File: src/rtl/sm64ke_pkg.sv
// Shared types and constants for the splitmix64 key and uniform engine.
// Used by every module in rtl/; depends on nothing else.
package sm64ke_pkg;

    localparam logic [63:0] GOLD = 64'h9E3779B97F4A7C15;
    localparam logic [63:0] MIX1 = 64'hBF58476D1CE4E5B9;
    localparam logic [63:0] MIX2 = 64'h94D049BB133111EB;

    localparam int SHIFT_A = 30;
    localparam int SHIFT_B = 27;
    localparam int SHIFT_C = 31;

    localparam int MAX_VALUES_DEF = 64;

    // Command queue between front and back.
    localparam int CMDQ_DEPTH = 2;
    localparam int CMDQ_AW    = 1;

    // Last step index of the shared 32x32 multiplier sequence.
    localparam logic [2:0] MUL_LOW_STEPS  = 3'd3;
    localparam logic [2:0] MUL_FULL_STEPS = 3'd4;

    typedef enum logic [2:0] {
        FN_KEY      = 3'd0,
        FN_PAIR     = 3'd1,
        FN_SPLIT    = 3'd2,
        FN_FOLD_IN  = 3'd3,
        FN_UNIFORM  = 3'd4
    } t_func;

    typedef enum logic [2:0] {
        B_IDLE,
        B_PRE,
        B_MIX0,
        B_M1,
        B_M2,
        B_SCALE,
        B_EMIT
    } t_bstate;

    typedef struct packed {
        logic        premul;    // operand is multiplied by GOLD and xored first
        logic        pre_mix;   // one hidden mix pass forms the base key
        logic        uniform;   // chained values scaled into the bounds
        logic        neg;       // bounds are reversed
        logic [5:0]  last_idx;  // index of the final result of the run
        logic [63:0] operand;
        logic [63:0] xor_word;
        logic [63:0] low;
        logic [63:0] rmag;      // magnitude of high - low
    } t_cmd;

endpackage

File: src/rtl/sm64ke_cmdq.sv
// Two-entry command queue that decouples the front from the back.
// Depends on sm64ke_pkg for the command type and depth.
module sm64ke_cmdq (
    input  logic              i_clk,
    input  logic              i_rst_n,
    input  logic              i_wr,
    input  sm64ke_pkg::t_cmd  i_cmd,
    input  logic              i_rd,
    output logic              o_full,
    output logic              o_empty,
    output sm64ke_pkg::t_cmd  o_head
);

    sm64ke_pkg::t_cmd                r_mem [sm64ke_pkg::CMDQ_DEPTH];
    logic [sm64ke_pkg::CMDQ_AW-1:0]  r_wptr;
    logic [sm64ke_pkg::CMDQ_AW-1:0]  r_rptr;
    logic [sm64ke_pkg::CMDQ_AW:0]    r_count;
    logic                            wr_ok;
    logic                            rd_ok;

    assign o_full  = (r_count == (sm64ke_pkg::CMDQ_AW + 1)'(sm64ke_pkg::CMDQ_DEPTH));
    assign o_empty = (r_count == '0);
    assign o_head  = r_mem[r_rptr];
    assign wr_ok   = i_wr && !o_full;
    assign rd_ok   = i_rd && !o_empty;

    always_ff @(posedge i_clk) begin
        if (wr_ok) begin
            r_mem[r_wptr] <= i_cmd;
        end
    end

    always_ff @(posedge i_clk) begin
        if (!i_rst_n) begin
            r_wptr  <= '0;
            r_rptr  <= '0;
            r_count <= '0;
        end else begin
            if (wr_ok) begin
                r_wptr <= r_wptr + 1'b1;
            end
            if (rd_ok) begin
                r_rptr <= r_rptr + 1'b1;
            end
            case ({wr_ok, rd_ok})
                2'b10:   r_count <= r_count + (sm64ke_pkg::CMDQ_AW + 1)'(1);
                2'b01:   r_count <= r_count - (sm64ke_pkg::CMDQ_AW + 1)'(1);
                default: r_count <= r_count;
            endcase
        end
    end

endmodule

File: config.mk
export PLATFORM = sky130hd
export DESIGN_NAME = sm64ke_cmdq
export DESIGN_NICKNAME = d
export VERILOG_FILES = /design/src/rtl/sm64ke_pkg.sv /design/src/rtl/sm64ke_cmdq.sv
export SDC_FILE = /design/constraint.sdc
export NUM_CORES = 1
export LEC_CHECK = 0
export BUFFER_PORTS_ARGS = -buffer_cell sky130_fd_sc_hd__clkbuf_2
export CAP_MARGIN = 20
export CORE_MARGIN = 2
export CORE_UTILIZATION = 40
export CTS_CLUSTER_SIZE = 14
export DETAILED_ROUTE_END_ITERATION = 10
export PLACE_DENSITY_LB_ADDON = 0.3
export SETUP_SLACK_MARGIN = 0.05
export SYNTH_ARGS = -nofsm -noshare
export SYNTH_HDL_FRONTEND = slang
export SYNTH_SLANG_ARGS = --single-unit
File: constraint.sdc
create_clock -name i_clk -period 11.01 [get_ports i_clk]
set_input_delay 2.202 -clock i_clk [delete_from_list [all_inputs] [get_ports i_clk]]
set_output_delay 2.202 -clock i_clk [all_outputs]
set_load 0.05 [all_outputs]
## Word level (Yosys, flattened, before mapping)

Memory sizes are Yosys's and may differ from the RTL's. A register that Yosys moved wholly into a read port is not among the register bits.
Cells that the tools add are included.

| operators by class | value |
|---|---|
| $add $sub $neg | 4 |
| equality and inequality tests | 3 |
| muxes and demuxes | 5 |
| reductions and logical operators | 6 |

Operators with widths:

| kind | number |
|---|---|
| $eq 2x2->1 const B | 2 |
| $mux 1 | 4 |
| $pmux 2 s2 | 1 |
| $add 1x1->1 const B | 2 |
| $add 2x1->2 const B | 1 |
| $eq 2x1->1 const B | 1 |
| $logic_and 1x1->1 | 2 |
| $logic_not 1->1 | 2 |
| $logic_not 2->1 | 1 |
| $reduce_bool 2->1 | 1 |
| $sub 2x1->2 const B | 1 |

| storage, ports and cells | value |
|---|---|
| flip-flop bits (word level) | 4 |
| RAM bits | 532 |
| bits of input ports | 270 |
| output and inout port bits | 268 |
| logic and storage cells | 22 |
| memories | 1 |

Memory list:

| memory | depth | width | rd ports | clocked after Yosys merged registers in | wr ports | RTL line | RTL |
|---|---|---|---|---|---|---|---|
| r_mem | 2 | 266 | 1 | 1 | 1 | sm64ke_cmdq.sv:14 | `sm64ke_pkg::t_cmd r_mem [sm64ke_pkg::CMDQ_DEPTH];` |

## Longest topological paths before layout

Gate-level depths: netlist (run 1).

| depth | value |
|---|---|
| depth after elaboration | 5 |
| mapped depth | 6 |
| gate-level depth less buffers | 6 |

## Worst setup path after synthesis (run 1)

Ideal clock, no wire load.

| timing | value |
|---|---|
| kind | input to register |
| start | in i_wr |
| end | mem r_mem[1][0] (netlist bit), enable pin |
| setup time | 0.662 ns |
| arrival time | 8.308 ns |
| data required time | 10.348 ns |
| slack | 2.039 ns |
| stages | 1 |
| path buffers | 0 |
| cells stage by stage | and3_1 |

| on the way | value |
|---|---|
| longest elaborated chain between the ends | 3 |

Ends and longest elaborated chain:

| what | RTL line | RTL |
|---|---|---|
| from (decl) | sm64ke_cmdq.sv:6 | `input logic i_wr,` |
| $logic_and 1x1->1 | sm64ke_cmdq.sv:24 | `assign wr_ok = i_wr && !o_full;` |
| $mux 1 | sm64ke_cmdq.sv:28 | `if (wr_ok) begin` |
| $mux 1 (implied by the code) | sm64ke_cmdq.sv:29 | `r_mem[r_wptr] <= i_cmd;` |
| to (decl) | sm64ke_cmdq.sv:14 |  |

Every way passes these cells.

==> impl_metrics.json, run 1 <==
{
  "ys_warn_count": 0,
  "worst_pin_slew_ns": 1.04,
  "synthTopCellsByCount": "edfxtp_1 (532), mux2_2 (266), buf_6 (24)",
  "cp_max_fo": 67,
  "hold_viol_final": 0,
  "first_pass_iters": 4,
  "avgSynthCellArea_um2": 22.9,
  "synth_xor_area_share_pct": 0.135,
  "finalCriticalPeriod_ns": 5.26,
  "synthAdderAreaFrac_pct": 0.0641,
  "fin_crit_sh_pct": 47.8,
  "place_congestion": 0.839,
  "final_nets": 1693,
  "cts.clk_slew.worst_paths_ns": 0.06,
  "leakagePower_nw": 9.24,
  "grt_util_all_layers_pct": 16.1,
  "yosysTopAreaCell": "edfxtp_1",
  "yosysSeqAreaShare_pct": 82.4,
  "htree_levels": 2,
  "cts-buffers-inserted": 54,
  "synthCells": 854,
  "synth_edf_count": 532,
  "yosysTopAreaCellShare_pct": 81.9,
  "ctsHoldBuffers": 0,
  "core-area_um2": 47900,
  "hp-class": "register to register",
  "slew_violations": 0,
  "grt_pass1_wl_um": 60800,
  "max_freq_ghz": 0.190,
  "powerDensity_nw_per_um2": 286,
  "avgViaCountPerCell": 4.79,
  "postCtsSetupBuffers": 0,
  "synth_compound_area_share_pct": 0.167,
  "drtIter0Drc": 536,
  "initial_utilization_pct": 40.7,
  "end_kind": "primary output",
  "yosys.area_share.simple_pct": 0.276,
  "grt_pass1_vias": 10500,
  "synth_top_family_by_area": "multiplexers",
  "rows": 80,
  "startpoint_type": "register",
  "syn_nets": 1125,
  "cts_buffer_depth": 3,
  "drcViolationCount": 0,
  "area_growth_syn_to_layout_pct": 26.4,
  "setup_viol": 0,
  "ctsResizeCount": 0,
  "ys_ff_latch": 537,
  "grt_antenna_before_repair": 5,
  "whs_ns": 0.544,
  "worstPathRequired_ns": 8.81,
  "arrival_ns": 3.06,
  "fill_cells": 3905,
  "clock-sinks": 537,
  "drive_above_1_share_pct": 61.3,
  "setup_tns_ns": 0,
  "path_class": "register to primary output",
  "clk_latency_ns": 0.58,
  "antenna_left": 0,
  "synthMuxAreaShare_pct": 15.3,
  "dieArea_um2": 50600,
  "drt_wl_total_um": 42900,
  "status": "finished clean",
  "synthFlopType": "edfxtp_1",
  "wl_per_cell_um": 20.6,
  "yosysMostFrequentCell": "edfxtp_1",
  "ir_drop_v": 0.000212,
  "fin_skew_ns": 0.0168,
  "async_flop_share_pct": 0,
  "cts_tree": "yes",
  "synthesis.area_um2": 19500,
  "rsz0062_at_grt": "false",
  "cap_violations": 0,
  "hpwl_um": 28800,
  "die_x_um": 225,
  "grt_max_degree": 142,
  "root_buffer": "clkbuf_16",
  "vias": 9977,
  "yosysUniqueCellTypes": 20,
  "overflow": 0,
  "io_pins": 538,
  "yosys-top-cells-area": "edfxtp_1 (82%), mux2_2 (15%), buf_6 (1.4%)",
  "die_h_um": 225,
  "slew_headroom_pct": 30.3,
  "portBuffers": 537
}
-- cells by family after synthesis --
kind of cell / after synthesis
AND/OR/NAND/NOR: 9
AO/OA/AOI/OAI: 5
multiplexers: 266
XOR/XNOR: 3
adder cells (fa/ha/maj): 1
flip-flops: 537
buffers and inverters: 33
-- flip-flops by register name, indices dropped and copies added, names as in the netlist, named ones only --
| signal | flops |
|---|---|
| r_wptr | 1 |
| r_rptr | 1 |
| r_count | 2 |
| r_mem | 532 |
-- final timing paths --
path                    from           to  slack (ns)  cells past startpoint
hold reg to reg       r_rptr       r_rptr        0.54                      2
setup reg to reg  r_count[0]  r_mem[0][1]        7.86                      5
hold / removal        r_rptr       r_rptr        0.54                      2
setup / recovery    register  o_head[195]        5.75                      3
-- cell type report --
class / instances / area (um2) / share of cell area [%]
flip-flops and latches: 537 / 16100 / 65.2
diodes: 4 / 10.0 / 0.0406
repair buffers: 542 / 2760 / 11.2
clock buffers: 65 / 1490 / 6.03
inverters: 3 / 18.8 / 0.0761
clock inverters: 32 / 418 / 1.69
well taps: 615 / 769 / 3.12
multi-input cells: 284 / 3130 / 12.7
-- metrics by stage --
stage	total power [mW]	util (%)	cell area, um2	std cells	setup WS, ns
after global placement	5.17	47.5	22800	1981	6.25
after CTS	7.14	51.4	24700	2078	5.65
after detailed placement	5.19	47.5	22800	1981	6.26
after global routing	7.31	51.5	24700	2082	5.56
final	7.06	51.5	24700	2082	5.75
after floorplan	4.74	-	19500	854	2.04
-- metal layers --
| layer | global-route usage, % | up-vias | wire length (um) |
|---|---|---|---|
| met2 | 27.1 | 367 | 21800 |
| met3 | 5.38 | 87 | 3460 |
| met4 | 7.54 | 2 | 1540 |
| met5 | 0 | - | 15 |
| li1 | - | 4556 | - |
| met1 | 18.5 | 4965 | 16200 |
-- power by group --
group	switching [mW]	total [mW]	leakage [nW]	internal [mW]
sequential	0.103	2.69	5.02	2.58
combinational	1.81	2.44	3.30	0.633
clock	0.740	1.93	0.930	1.19
-- placed cells by master (no fill, tap or decap), drive strengths merged --
master	Yosys	routed
or3	2	2
o21a	1	1
inv	3	5
nand2	1	1
o21ai	2	2
mux2	266	266
nand2b	1	1
diode	0	4
clkinv	0	17
buf	30	5
nor2b	2	2
xnor2	3	3
ha	1	1
and3	1	1
dfxtp	5	5
clkinvlp	0	3
clkbuf	0	602
edfxtp	532	532
and2	1	1
nor2	1	1
a21boi	2	2
bufinv	0	10
-- worst max-delay path, cell delays in order, from the launching register on --
cell and delay (ns):
dfxtp_4 0.93, buf_4 0.76, mux2_2 0.43, clkbuf_2 0.24
Note: power is estimated with default switching activity, not from simulation.
==> run 2, diff against run 1 <==
clock period = 5.3 ns   (was 11.01 ns; I/O delays follow)
==> impl_metrics.json, run 2 (same netlist as run 1, synthesis figures left out) <==
{
  "cpMaxStageDelayCell": "dfxtp_4",
  "grt.busiest_layer": "met2",
  "hpwl_um": 29700,
  "antenna_left": 0,
  "fill_cells": 3973,
  "final_cell_mix": "clkbuf_2 (537), edfxtp_1 (532), mux2_2 (266)",
  "io_pins": 538,
  "leakagePower_nw": 9.16,
  "overflow": 0,
  "largest_register_ffs": 532,
  "rsz0062_at_grt": "false",
  "drive_above_1_share_pct": 60.9,
  "portBuffers": 537,
  "crit_chain": "buf_12 > mux2_2 > clkbuf_2",
  "grt_pass1_vias": 10500,
  "grt_util_all_layers_pct": 16.5,
  "register_area_um2": 16100,
  "max_freq_ghz": 0.262,
  "grt_max_degree": 85,
  "first_pass_iters": 4,
  "grtUsageMet3_pct": 4.69,
  "largestRegisters": "r_mem: 532 flops, r_count: 2 flops",
  "setup_slack_ns": 1.48,
  "end_kind": "primary output",
  "slew_violations": 0,
  "fin_crit_sh_pct": 72.0,
  "cts_buffer_depth": 3,
  "place_congestion": 0.768,
  "core-area_um2": 47900,
  "drt_wl_total_um": 43000,
  "clk_latency_ns": 0.59,
  "final_nets": 1706,
  "use_met2_pct": 28.5,
  "rows": 80,
  "grt_pass1_wl_um": 62300,
  "drtIter0Drc": 494,
  "die_h_um": 225,
  "htree_levels": 2,
  "slew_headroom_pct": 41.4,
  "avgViaCountPerCell": 4.79,
  "postCtsSetupBuffers": 0,
  "grtUsageMet1_pct": 19.1,
  "vias": 10000,
  "dieArea_um2": 50600,
  "multi_input_area_um2": 3130,
  "power_mw": 14.1,
  "startpoint_type": "register",
  "dp_worst_setup_slack_ns": 2.07,
  "final_common_cell": "clkbuf_2",
  "cap_violations": 0,
  "worst_pin_slew_ns": 0.879,
  "finalCriticalPeriod_ns": 3.82,
  "die_x_um": 225,
  "powerDensity_nw_per_um2": 577,
  "fin_skew_ns": 0.0285,
  "ir_drop_v": 0.000356,
  "initial_utilization_pct": 40.7,
  "status": "finished clean",
  "final_cell_area_um2": 24500,
  "setup_viol": 0,
  "fin_util_pct": 51.1,
  "path_class": "register to primary output",
  "cts.clk_slew.worst_paths_ns": 0.06,
  "drcViolationCount": 0,
  "regMostFlops": "r_mem",
  "grt_antenna_before_repair": 4,
  "hold_viol_final": 0,
  "critical-path-top-delay-family": "flip-flops",
  "slowest_delay_ns": 0.89,
  "postPlaceCellArea_um2": 22900,
  "ctsResizeCount": 0,
  "area_growth_syn_to_layout_pct": 25.5,
  "worst-path-buf-inv": 2,
  "arrival_ns": 2.76,
  "wl_per_cell_um": 20.6,
  "root_buffer": "clkbuf_16",
  "cp_max_fo": 84,
  "cts-buffers-inserted": 54,
  "hp-class": "register to register",
  "clock-sinks": 537,
  "ctsHoldBuffers": 0,
  "cts_tree": "yes",
  "worstPathRequired_ns": 4.24
}
run 2: changes by cell type in the layout (fill, tap and decap cells not counted), moves of 2 or more:
cell       before  now
inv_6           1    3
diode_2         4    2
buf_4           2   12
clkbuf_16      57   54
clkinv_1        8   11
bufinv_16      10    1
clkbuf_8        3    0
clkbuf_1        5   14
buf_12          3    6
run 2: worst register-to-register path: stages, from the launching register on:
cell,delay (ns)
dfxtp_1,0.43
nand2b_2,0.19
inv_2,0.05
or3_4,0.34
clkinvlp_4,0.50
buf_12,0.43
run 2: per-layer routing:
metal / share of wire (%) / vias up
li1: - / 4587
met1: 38 / 4981
met2: 51 / 348
met3: 7.1 / 92
met4: 3.4 / 4
met5: 0.067 / -
run 2: cell type report:
class                      instances  share of cell area [%]
clock buffer                      68                    5.73
clock inverter                    28                   0.736
inverter                           3                  0.0920
antenna                            2                  0.0204
multi-input combinational        284                    12.8
tap                              615                    3.14
timing repair buffer             555                    11.8
sequential                       537                    65.7
run 2: final timing paths:
check,startpoint,endpoint,slack [ns],depth (start not counted)
worst min register to register,r_wptr,r_wptr,0.52,2
worst max register to register,r_count[0],r_mem[0][180],2.87,5
worst min-delay path,r_wptr,r_wptr,0.52,2
worst max-delay path,register,o_head[138],1.48,3
run 2: through the flow:
step	hold WS, ns	setup TNS, ns	instances
6_report	0.515	0	2092
5_1_grt	0.550	0	2092
4_1_cts	0.512	0	2090
3_5_place_dp	0.504	0	1994
3_3_place_gp	0.475	0	1994
2_1_floorplan	0.461	-70.82	854
run 2: where the power goes:
group          total (mW)  switching, mW  leakage (nW)  internal [mW]
registers            5.56          0.201          5.02           5.35
logic                5.14           3.79          3.37           1.35
clock network        3.43           1.51         0.777           1.92
total                14.1           5.50          9.16           8.63
