<file path="config.mk">
export PLATFORM = sky130hd
export DESIGN_NAME = sm64ke_back
export DESIGN_NICKNAME = d
export VERILOG_FILES = /design/src/rtl/sm64ke_pkg.sv /design/src/rtl/sm64ke_back.sv
export SDC_FILE = /design/constraint.sdc
export NUM_CORES = 2
export LEC_CHECK = 0
export ABC_AREA = 0
export BUFFER_PORTS_ARGS = -buffer_cell sky130_fd_sc_hd__buf_2
export CORE_ASPECT_RATIO = 1.75
export CORE_MARGIN = 1
export CORE_UTILIZATION = 48
export CTS_BUF_LIST = sky130_fd_sc_hd__clkbuf_16
export CTS_CLUSTER_SIZE = 20
export DETAILED_ROUTE_END_ITERATION = 16
export PLACE_DENSITY = 0.67
export SLEW_MARGIN = 10
export SYNTH_ARGS = -nofsm -noshare
export SYNTH_HDL_FRONTEND = slang
export SYNTH_SLANG_ARGS = --single-unit
</file>
<file path="constraint.sdc">
create_clock -name i_clk -period 9.1 [get_ports i_clk]
set_input_delay 1.365 -clock i_clk [delete_from_list [all_inputs] [get_ports i_clk]]
set_output_delay 1.365 -clock i_clk [all_outputs]
set_load 0.02 [all_outputs]
</file>
<file path="src/rtl/sm64ke_pkg.sv">
// Shared types and constants for the splitmix64 key and uniform engine.
// Used by every module in rtl/; depends on nothing else.
package sm64ke_pkg;

    localparam logic [63:0] GOLD = 64'h9E3779B97F4A7C15;
    localparam logic [63:0] MIX1 = 64'hBF58476D1CE4E5B9;
    localparam logic [63:0] MIX2 = 64'h94D049BB133111EB;

    localparam int SHIFT_A = 30;
    localparam int SHIFT_B = 27;
    localparam int SHIFT_C = 31;

    localparam int MAX_VALUES_DEF = 64;

    // Command queue between front and back.
    localparam int CMDQ_DEPTH = 2;
    localparam int CMDQ_AW    = 1;

    // Last step index of the shared 32x32 multiplier sequence.
    localparam logic [2:0] MUL_LOW_STEPS  = 3'd3;
    localparam logic [2:0] MUL_FULL_STEPS = 3'd4;

    typedef enum logic [2:0] {
        FN_KEY      = 3'd0,
        FN_PAIR     = 3'd1,
        FN_SPLIT    = 3'd2,
        FN_FOLD_IN  = 3'd3,
        FN_UNIFORM  = 3'd4
    } t_func;

    typedef enum logic [2:0] {
        B_IDLE,
        B_PRE,
        B_MIX0,
        B_M1,
        B_M2,
        B_SCALE,
        B_EMIT
    } t_bstate;

    typedef struct packed {
        logic        premul;    // operand is multiplied by GOLD and xored first
        logic        pre_mix;   // one hidden mix pass forms the base key
        logic        uniform;   // chained values scaled into the bounds
        logic        neg;       // bounds are reversed
        logic [5:0]  last_idx;  // index of the final result of the run
        logic [63:0] operand;
        logic [63:0] xor_word;
        logic [63:0] low;
        logic [63:0] rmag;      // magnitude of high - low
    } t_cmd;

endpackage

</file>
<file path="src/rtl/sm64ke_back.sv">
// Back end: runs each command through the splitmix64 mixer and the uniform
// scaler on one shared 32x32 multiplier, and holds the result register.
// Depends on sm64ke_pkg.
module sm64ke_back (
    input  logic              i_clk,
    input  logic              i_rst_n,
    input  logic              i_q_empty,
    input  sm64ke_pkg::t_cmd  i_q_head,
    output logic              o_q_pop,
    input  logic              i_pop,
    output logic              o_empty,
    output logic [63:0]       o_word,
    output logic [5:0]        o_result_index,
    output logic              o_last
);

    sm64ke_pkg::t_bstate r_state, n_state;
    sm64ke_pkg::t_cmd    r_cmd, n_cmd;
    logic [63:0]         r_x, n_x;
    logic [63:0]         r_base, n_base;
    logic [5:0]          r_idx, n_idx;
    logic                r_pre_done, n_pre_done;
    logic [2:0]          r_step, n_step;
    logic [63:0]         r_prod, n_prod;
    logic [1:0]          r_psh, n_psh;
    logic [127:0]        r_acc, n_acc;
    logic                r_out_valid;
    logic [63:0]         r_out_word;
    logic [5:0]          r_out_idx;
    logic                r_out_last;

    logic                in_mult;
    logic [2:0]          step_last;
    logic                mul_done;
    logic [63:0]         mul_b;
    logic [31:0]         a_part;
    logic [31:0]         b_part;
    logic [127:0]        prod_shifted;
    logic [127:0]        mul_acc;
    logic [63:0]         low;
    logic [63:0]         mix0_val;
    logic [63:0]         m1_val;
    logic [63:0]         m2_val;
    logic [63:0]         unif_word;
    logic [63:0]         emit_word;
    logic                emit_last;
    logic                out_free;
    logic                emit;

    assign in_mult   = (r_state == sm64ke_pkg::B_PRE) || (r_state == sm64ke_pkg::B_M1) ||
                       (r_state == sm64ke_pkg::B_M2)  || (r_state == sm64ke_pkg::B_SCALE);
    assign step_last = (r_state == sm64ke_pkg::B_SCALE) ? sm64ke_pkg::MUL_FULL_STEPS
                                                         : sm64ke_pkg::MUL_LOW_STEPS;
    assign mul_done  = in_mult && (r_step == step_last);

    always_comb begin
        case (r_state)
            sm64ke_pkg::B_PRE: mul_b = sm64ke_pkg::GOLD;
            sm64ke_pkg::B_M1:  mul_b = sm64ke_pkg::MIX1;
            sm64ke_pkg::B_M2:  mul_b = sm64ke_pkg::MIX2;
            default:           mul_b = r_cmd.rmag;
        endcase
    end

    // Partial products in order: lo*lo, lo*hi, hi*lo, hi*hi. A product
    // taken modulo 2^64 stops after the first three.
    always_comb begin
        case (r_step[1:0])
            2'd0: begin
                a_part = r_x[31:0];
                b_part = mul_b[31:0];
                n_psh  = 2'd0;
            end
            2'd1: begin
                a_part = r_x[31:0];
                b_part = mul_b[63:32];
                n_psh  = 2'd1;
            end
            2'd2: begin
                a_part = r_x[63:32];
                b_part = mul_b[31:0];
                n_psh  = 2'd1;
            end
            default: begin
                a_part = r_x[63:32];
                b_part = mul_b[63:32];
                n_psh  = 2'd2;
            end
        endcase
    end

    assign n_prod = 64'(a_part) * 64'(b_part);

    always_comb begin
        case (r_psh)
            2'd0:    prod_shifted = {64'd0, r_prod};
            2'd1:    prod_shifted = {32'd0, r_prod, 32'd0};
            2'd2:    prod_shifted = {r_prod, 64'd0};
            default: prod_shifted = '0;
        endcase
    end

    assign mul_acc  = (r_step == 3'd0) ? 128'd0 : (r_acc + prod_shifted);
    assign low      = mul_acc[63:0];
    assign mix0_val = (r_x + sm64ke_pkg::GOLD) ^ ((r_x + sm64ke_pkg::GOLD) >> sm64ke_pkg::SHIFT_A);
    assign m1_val   = low ^ (low >> sm64ke_pkg::SHIFT_B);
    assign m2_val   = low ^ (low >> sm64ke_pkg::SHIFT_C);

    // Floor of u * range / 2^64 added to the low bound; for a reversed range
    // the product is subtracted and rounded away from the low bound.
    assign unif_word = r_cmd.neg
        ? (r_cmd.low - (r_acc[127:64] + {63'd0, (r_acc[63:0] != 64'd0)}))
        : (r_cmd.low + r_acc[127:64]);
    assign emit_word = r_cmd.uniform ? unif_word : r_x;
    assign emit_last = (r_idx == r_cmd.last_idx);
    assign out_free  = !r_out_valid || i_pop;

    always_comb begin
        n_state    = r_state;
        n_cmd      = r_cmd;
        n_x        = r_x;
        n_base     = r_base;
        n_idx      = r_idx;
        n_pre_done = r_pre_done;
        n_step     = (in_mult && !mul_done) ? (r_step + 3'd1) : 3'd0;
        n_acc      = in_mult ? mul_acc : r_acc;
        o_q_pop    = 1'b0;
        emit       = 1'b0;
        unique case (r_state)
            sm64ke_pkg::B_IDLE: begin
                if (!i_q_empty) begin
                    o_q_pop    = 1'b1;
                    n_cmd      = i_q_head;
                    n_x        = i_q_head.operand;
                    n_base     = i_q_head.operand;
                    n_idx      = 6'd0;
                    n_pre_done = 1'b0;
                    n_state    = i_q_head.premul ? sm64ke_pkg::B_PRE : sm64ke_pkg::B_MIX0;
                end
            end
            sm64ke_pkg::B_PRE: begin
                if (mul_done) begin
                    n_x     = r_cmd.xor_word ^ low;
                    n_state = sm64ke_pkg::B_MIX0;
                end
            end
            sm64ke_pkg::B_MIX0: begin
                n_x     = mix0_val;
                n_state = sm64ke_pkg::B_M1;
            end
            sm64ke_pkg::B_M1: begin
                if (mul_done) begin
                    n_x     = m1_val;
                    n_state = sm64ke_pkg::B_M2;
                end
            end
            sm64ke_pkg::B_M2: begin
                if (mul_done) begin
                    n_x = m2_val;
                    if (r_cmd.uniform) begin
                        n_state = sm64ke_pkg::B_SCALE;
                    end else if (r_cmd.pre_mix && !r_pre_done) begin
                        n_pre_done = 1'b1;
                        n_base     = m2_val;
                        n_state    = sm64ke_pkg::B_MIX0;
                    end else begin
                        n_state = sm64ke_pkg::B_EMIT;
                    end
                end
            end
            sm64ke_pkg::B_SCALE: begin
                if (mul_done) begin
                    n_state = sm64ke_pkg::B_EMIT;
                end
            end
            sm64ke_pkg::B_EMIT: begin
                if (out_free) begin
                    emit  = 1'b1;
                    n_idx = r_idx + 6'd1;
                    n_x   = r_cmd.uniform ? r_x : (r_base ^ sm64ke_pkg::GOLD);
                    n_state = emit_last ? sm64ke_pkg::B_IDLE : sm64ke_pkg::B_MIX0;
                end
            end
            default: begin
                n_state = sm64ke_pkg::B_IDLE;
            end
        endcase
    end

    always_ff @(posedge i_clk) begin
        if (!i_rst_n) begin
            r_state     <= sm64ke_pkg::B_IDLE;
            r_step      <= '0;
            r_pre_done  <= 1'b0;
            r_out_valid <= 1'b0;
        end else begin
            r_state     <= n_state;
            r_step      <= n_step;
            r_pre_done  <= n_pre_done;
            r_out_valid <= emit ? 1'b1 : (i_pop ? 1'b0 : r_out_valid);
        end
    end

    always_ff @(posedge i_clk) begin
        r_cmd  <= n_cmd;
        r_x    <= n_x;
        r_base <= n_base;
        r_idx  <= n_idx;
        r_prod <= n_prod;
        r_psh  <= n_psh;
        r_acc  <= n_acc;
        if (emit) begin
            r_out_word <= emit_word;
            r_out_idx  <= r_idx;
            r_out_last <= emit_last;
        end
    end

    assign o_empty        = !r_out_valid;
    assign o_word         = r_out_word;
    assign o_result_index = r_out_idx;
    assign o_last         = r_out_last;

    a_idx_in_run: assert property (@(posedge i_clk) disable iff (!i_rst_n)
        (r_state != sm64ke_pkg::B_IDLE) |-> (r_idx <= r_cmd.last_idx))
        else $error("result index ran past the end of the run");

    a_scale_uniform: assert property (@(posedge i_clk) disable iff (!i_rst_n)
        (r_state == sm64ke_pkg::B_SCALE) |-> r_cmd.uniform)
        else $error("scaling entered for a key command");

    a_step_bound: assert property (@(posedge i_clk) disable iff (!i_rst_n)
        in_mult |-> (r_step <= step_last))
        else $error("multiplier step count overran");

    a_pair_base: assert property (@(posedge i_clk) disable iff (!i_rst_n)
        (emit && r_cmd.pre_mix) |-> r_pre_done)
        else $error("key pair result emitted before its base key was formed");

endmodule

</file>
==> results of run 1 <==
## synth_stat cells (28+ instances only)
cell / n / area, µm²
inv_1: 1181 / 4433
nor2_1: 1056 / 3964
nand2_1: 980 / 3679
fa_1: 900 / 18020
ha_1: 583 / 7295
edfxtp_1: 534 / 16040
a21oi_1: 512 / 2562
clkbuf_1: 383 / 1438
xnor2_1: 352 / 3083
o21ai_0: 340 / 1702
a21o_1: 177 / 1329
xor2_1: 145 / 1270
nand3_1: 106 / 530.5
and2_1: 100 / 625.6
nand4_1: 100 / 625.6
o21bai_1: 86 / 645.6
mux2i_1: 85 / 850.8
dfxtp_1: 74 / 1481
nor3_1: 74 / 370.4
a31oi_1: 67 / 419.2
o211ai_1: 57 / 427.9
o21a_1: 49 / 367.9
nand2b_1: 47 / 294.0
nor2b_1: 46 / 287.8
a211oi_1: 45 / 337.8
nor4_1: 45 / 281.5
and3_1: 43 / 269.0
a22o_1: 40 / 350.3
o31ai_1: 36 / 270.3
buf_1: 35 / 131.4
or3_1: 30 / 187.7
a221oi_1: 28 / 245.2
## cells by family after synthesis
logic type               synth area share, %
flip-flops                             22.57
AO/OA/AOI/OAI                          14.58
adder cells (fa/ha/maj)                32.62
multiplexers                           1.517
AND/OR/NAND/NOR                        15.08
buffers and inverters                  7.955
XOR/XNOR                               5.688
## what timing repair did
action                                  4_1_cts
cloned                                        1
endpoints found under the setup margin       15
buffers inserted                              9
gates resized for setup                      68
hold buffers                                  0
pin swaps                                    14
## layer usage
layer | global-route usage [%] | GRT overflow
met1 | 51.04 | 0
met2 | 82.21 | 2
met3 | 18.33 | 0
met4 | 58.89 | 1
met5 | 1.001 | 0
## metrics by stage
stage                     util [%]  hold WS (ns)  setup TNS, ns
after CTS                    55.68        0.5443              0
after detailed placement     53.88        0.5282         -3.591
after global placement       53.88        0.4835         -1.798
after floorplan                  -        0.4442       -0.01175
==> summary.md, run 1 <==
| Metric | Value |
|---|---|
| Clk sinks | 608 |
| Final Wtd Congestion | 1.145 |
| GRT Total Usage | 52.47% |
| Post-DP Area | 86190 µm² |
| Cell variety after synth | 108 |
| Mean Syn Cell Area | 8.850 µm² |
| Die H | 533.9 µm |
| Htree depth | 3 |
| Clock Tree Root | clkbuf_16 |
| Fraction of registers with async set/reset | 0% |
| Sequential-to-total area share from yosys stat | 22.57% |
| Initial core utilization | 48.52% |
| Post-Synthesis Cells | 8769 |
| Dpl hpwl | 338100 µm |
| Seq cells post-synth | 608 |
| Die width | 306.0 µm |
| Mapped cell area | 77610 µm² |
| I/O Buffers | 342 |
| YS warnings | 0 |
| Halt point of the flow | 5_1_grt |
| Status | did not finish |
| Dominant synthesized flop cell | edfxtp_1 |
| Post-place setup slack | -0.3884 ns |
| GRT overflow | 3 |
| Stop err | [ERROR GRT-0232] Routing congestion too high. Check the congestion heatmap in the GUI. |
| Syn_nets | 10.52k |
| CTS Buf Count | 70 |
| Number of synthesized flops with an enable pin | 534 |
| Largest net degree at the start of global routing | 129 |
| IO Pins | 343 |
| Maximum buffer depth of the clock tree | 3 |
| Row count | 194 |
| Dpl cells | 11.38k |
==> run 2, diff against run 1 <==
Settings changed: CORE_ASPECT_RATIO 1.75 to unset, CORE_UTILIZATION 48 to 33, CTS_BUF_LIST sky130_fd_sc_hd__clkbuf_16 to unset, CTS_CLUSTER_SIZE 20 to unset, PLACE_DENSITY 0.67 to unset, PLACE_DENSITY_LB_ADDON set to 0.15.
Clock period 9.1 ns to 11.8 ns, I/O delays scaled along.
==> summary.md, run 2 <==
| Metric | Value |
|---|---|
| Avg WL per Cell | 30.14 µm |
| Register area | 17530 µm² |
| Number of synthesized flops with an enable pin | 534 |
| First-pass DRT Iterations | 6 |
| Max FO, Critical Path | 33 |
| RSZ-0062 raised after global routing | no |
| Htree depth | 3 |
| Initial antenna violation count | 51 |
| Dominant synthesized flop cell | edfxtp_1 |
| Fill count | 24.01k |
| Critical path's slowest cell | a21o_1 |
| Final ANT Viol Nets | 0 |
| Hold Crit Depth | 1 |
| Residual DRC | 0 |
| Die H | 486.9 µm |
| Clock Tree Root | clkbuf_16 |
| CTS clk-pin slew, worst paths | 0.06 ns |
| Nets | 10.70k |
| Postcts setup bufs | 0 |
| Die footprint | 237100 µm² |
| IO Pins | 343 |
| Layout area overhead | 10.82% |
| Largest area contributor in the synthesized netlist | fa_1 |
| CTS tree | built |
| Maximum buffer depth of the clock tree | 3 |
| WS Path Type | flip-flop to flip-flop |
| Mean Syn Cell Area | 8.850 µm² |
| Syn_nets | 10.52k |
| RR Endpoint | r_prod[61] |
| YS warnings | 0 |
| Commonest non-fill, non-tap cells in the layout | 1179 x inv_1, 1045 x nor2_1, 979 x nand2_1 |
| Seq cells post-synth | 608 |
| Worst-margin pin slew | 1.312 ns |
| CTS Hold Buffers Added | 0 |
| GRT overflow | 0 |
| First-pass GRT wire length | 511500 µm |
| Final Wtd Congestion | 1.020 |
| Fraction of registers with async set/reset | 0% |
| Max FFs per register | 201 |
| Die width | 486.9 µm |
| Crit-path most repeated cell | fa_1 |
| Largest net degree at the start of global routing | 87 |
| Leading cell type in the layout, fill and taps excluded | inv_1 |
| Count leader, synth | inv_1 |
| FF-to-FF Start | r_step[1] |
| Max Cap Violations | 0 |
| Largest registers | r_cmd: 201 flops, r_acc: 128 flops |
| FF-to-FF setup slack | 0.73 ns |
| Hold Violations, Final | 0 |
| Core area | 233200 µm² |
| Worst hold path class | flip-flop to flip-flop |
| Final period util | 93.78% |
| Status | finished, final reports clean |
| Layout cells sized above 1 | 9.319% |
| Post-DR vias/cell | 5.596 |
| DR vias | 67.96k |
| Startpoint Class | flip-flop |
| Post-Synthesis Cells | 8769 |
| Row count | 177 |
| GRT Total Usage | 30.40% |
| Maximum clock rate | 90.37 MHz |
| Mapped cell area | 77610 µm² |
| Number of global-route vias before repair | 67.74k |
| Minimum clock period | 11.07 ns |
| Post_cts resized | 0 |
| Initial core utilization | 33.28% |
| Hold_sp | r_step[0] |
| Final setup fails | 0 |
| Yosys top cell area share | 23.22% |
| Fin. max-slew vios | 0 |
| Worst Reg2Reg Path Length in Cells | 34 |
| Final TNS setup | 0 ns |
| Layout Skew | 0.03147 ns |
| Multi-input logic area | 54330 µm² |
| Top post-synthesis cells by area | fa_1 23%, edfxtp_1 21%, ha_1 9.4% |
| Top cells by count, synth | 1181 x inv_1, 1056 x nor2_1, 980 x nand2_1, 900 x fa_1, 583 x ha_1 |
| CTS Buf Count | 79 |
| Worst EP arrival | 11.69 ns |
| Clock Latency Late Sink | 0.76 ns |
| I/O Buffers | 342 |
| Drt total wl | 366000 µm |
| Sequential-to-total area share from yosys stat | 22.57% |
| 1st-iter DRT viols | 7337 |
| Crit path required time | 12.43 ns |
| CP endpoint kind | flip-flop |
| Slowest stage delay, CP | 0.77 ns |
| Most flop-heavy register | r_cmd |
| Hold endpoint | r_step[0] |
| Dpl hpwl | 296400 µm |
| Cell variety after synth | 108 |
| Max_slew headroom | 10.83% |
| Clk sinks | 608 |
## run 2: cell counts after synthesis
Identical to the previous run, type by type.
## run 2: final cells by class
type                       instances  share of cell area [%]
sequential                       608                   20.38
clock buffer                      94                   2.399
tap                             3132                   4.556
timing repair buffer             536                   3.684
antenna                           11                 0.03201
multi-input combinational       6531                   63.17
inverter                        1186                   5.185
clock inverter                    48                  0.5994
## run 2: per-stage QoR
stage	hold slack, ns	std cells	util [%]	setup WS (ns)	area, µm²
floorplan	0.4442	8769	-	1.906	77610
global placement	0.4660	11990	35.75	0.8954	83370
detailed placement	0.4766	11990	35.76	0.8219	83380
CTS	0.4862	12140	36.86	0.8195	85960
global route	0.5166	12140	36.87	0.2474	85980
finish	0.4891	12150	36.88	0.7340	86010
## run 2: worst max path at each step
stage / endpoint / startpoint / slack (ns)
after floorplan: r_prod[59] / r_step[1] / 1.91
after global placement: r_prod[61] / r_step[1] / 0.90
after detailed placement: r_prod[61] / r_step[1] / 0.82
after CTS: r_prod[61] / r_step[1] / 0.82
after global routing: r_prod[61] / r_step[1] / 0.25
final: r_prod[61] / r_step[1] / 0.73
## run 2: cells by family (layout without fill, tap and decap cells)
kind of cell               count (synthesis)  after routing  share of synthesized area (%)
muxes                                    114            114                          1.517
DFF                                      608            608                          22.57
other                                      0             11                              0
and+or+nand+nor                         2702           2702                          15.08
adders and majority gates               1483           1483                          32.62
xor gates and xnor gates                 500            500                          5.688
buffers and inverters                   1630           1864                          7.955
AOI/OAI and AO/OA                       1732           1732                          14.58
## run 2: critical path, delay by kind of cell, from the launching register on
kind / cells / cell delay, ns
AO/OA/AOI/OAI: 12 / 3.70
XOR/XNOR: 1 / 0.12
adder cells (fa/ha/maj): 10 / 4.84
buffers and inverters: 8 / 0.76
flip-flops: 1 / 0.30
multiplexers: 1 / 0.31
AND/OR/NAND/NOR: 2 / 0.86
## run 2: per-layer routing
metal | up-vias | GRT usage, % | part of all wire (%)
li1 | 29550 | - | -
met1 | 34370 | 42.13 | 44
met2 | 3382 | 44.84 | 42
met3 | 631 | 7.506 | 9.4
met4 | 40 | 12.69 | 4.7
met5 | - | 0 | 0.074
Power of run 2 is not shown: default switching activity piles up to over one toggle a cycle in this logic, so the estimate is an artifact.
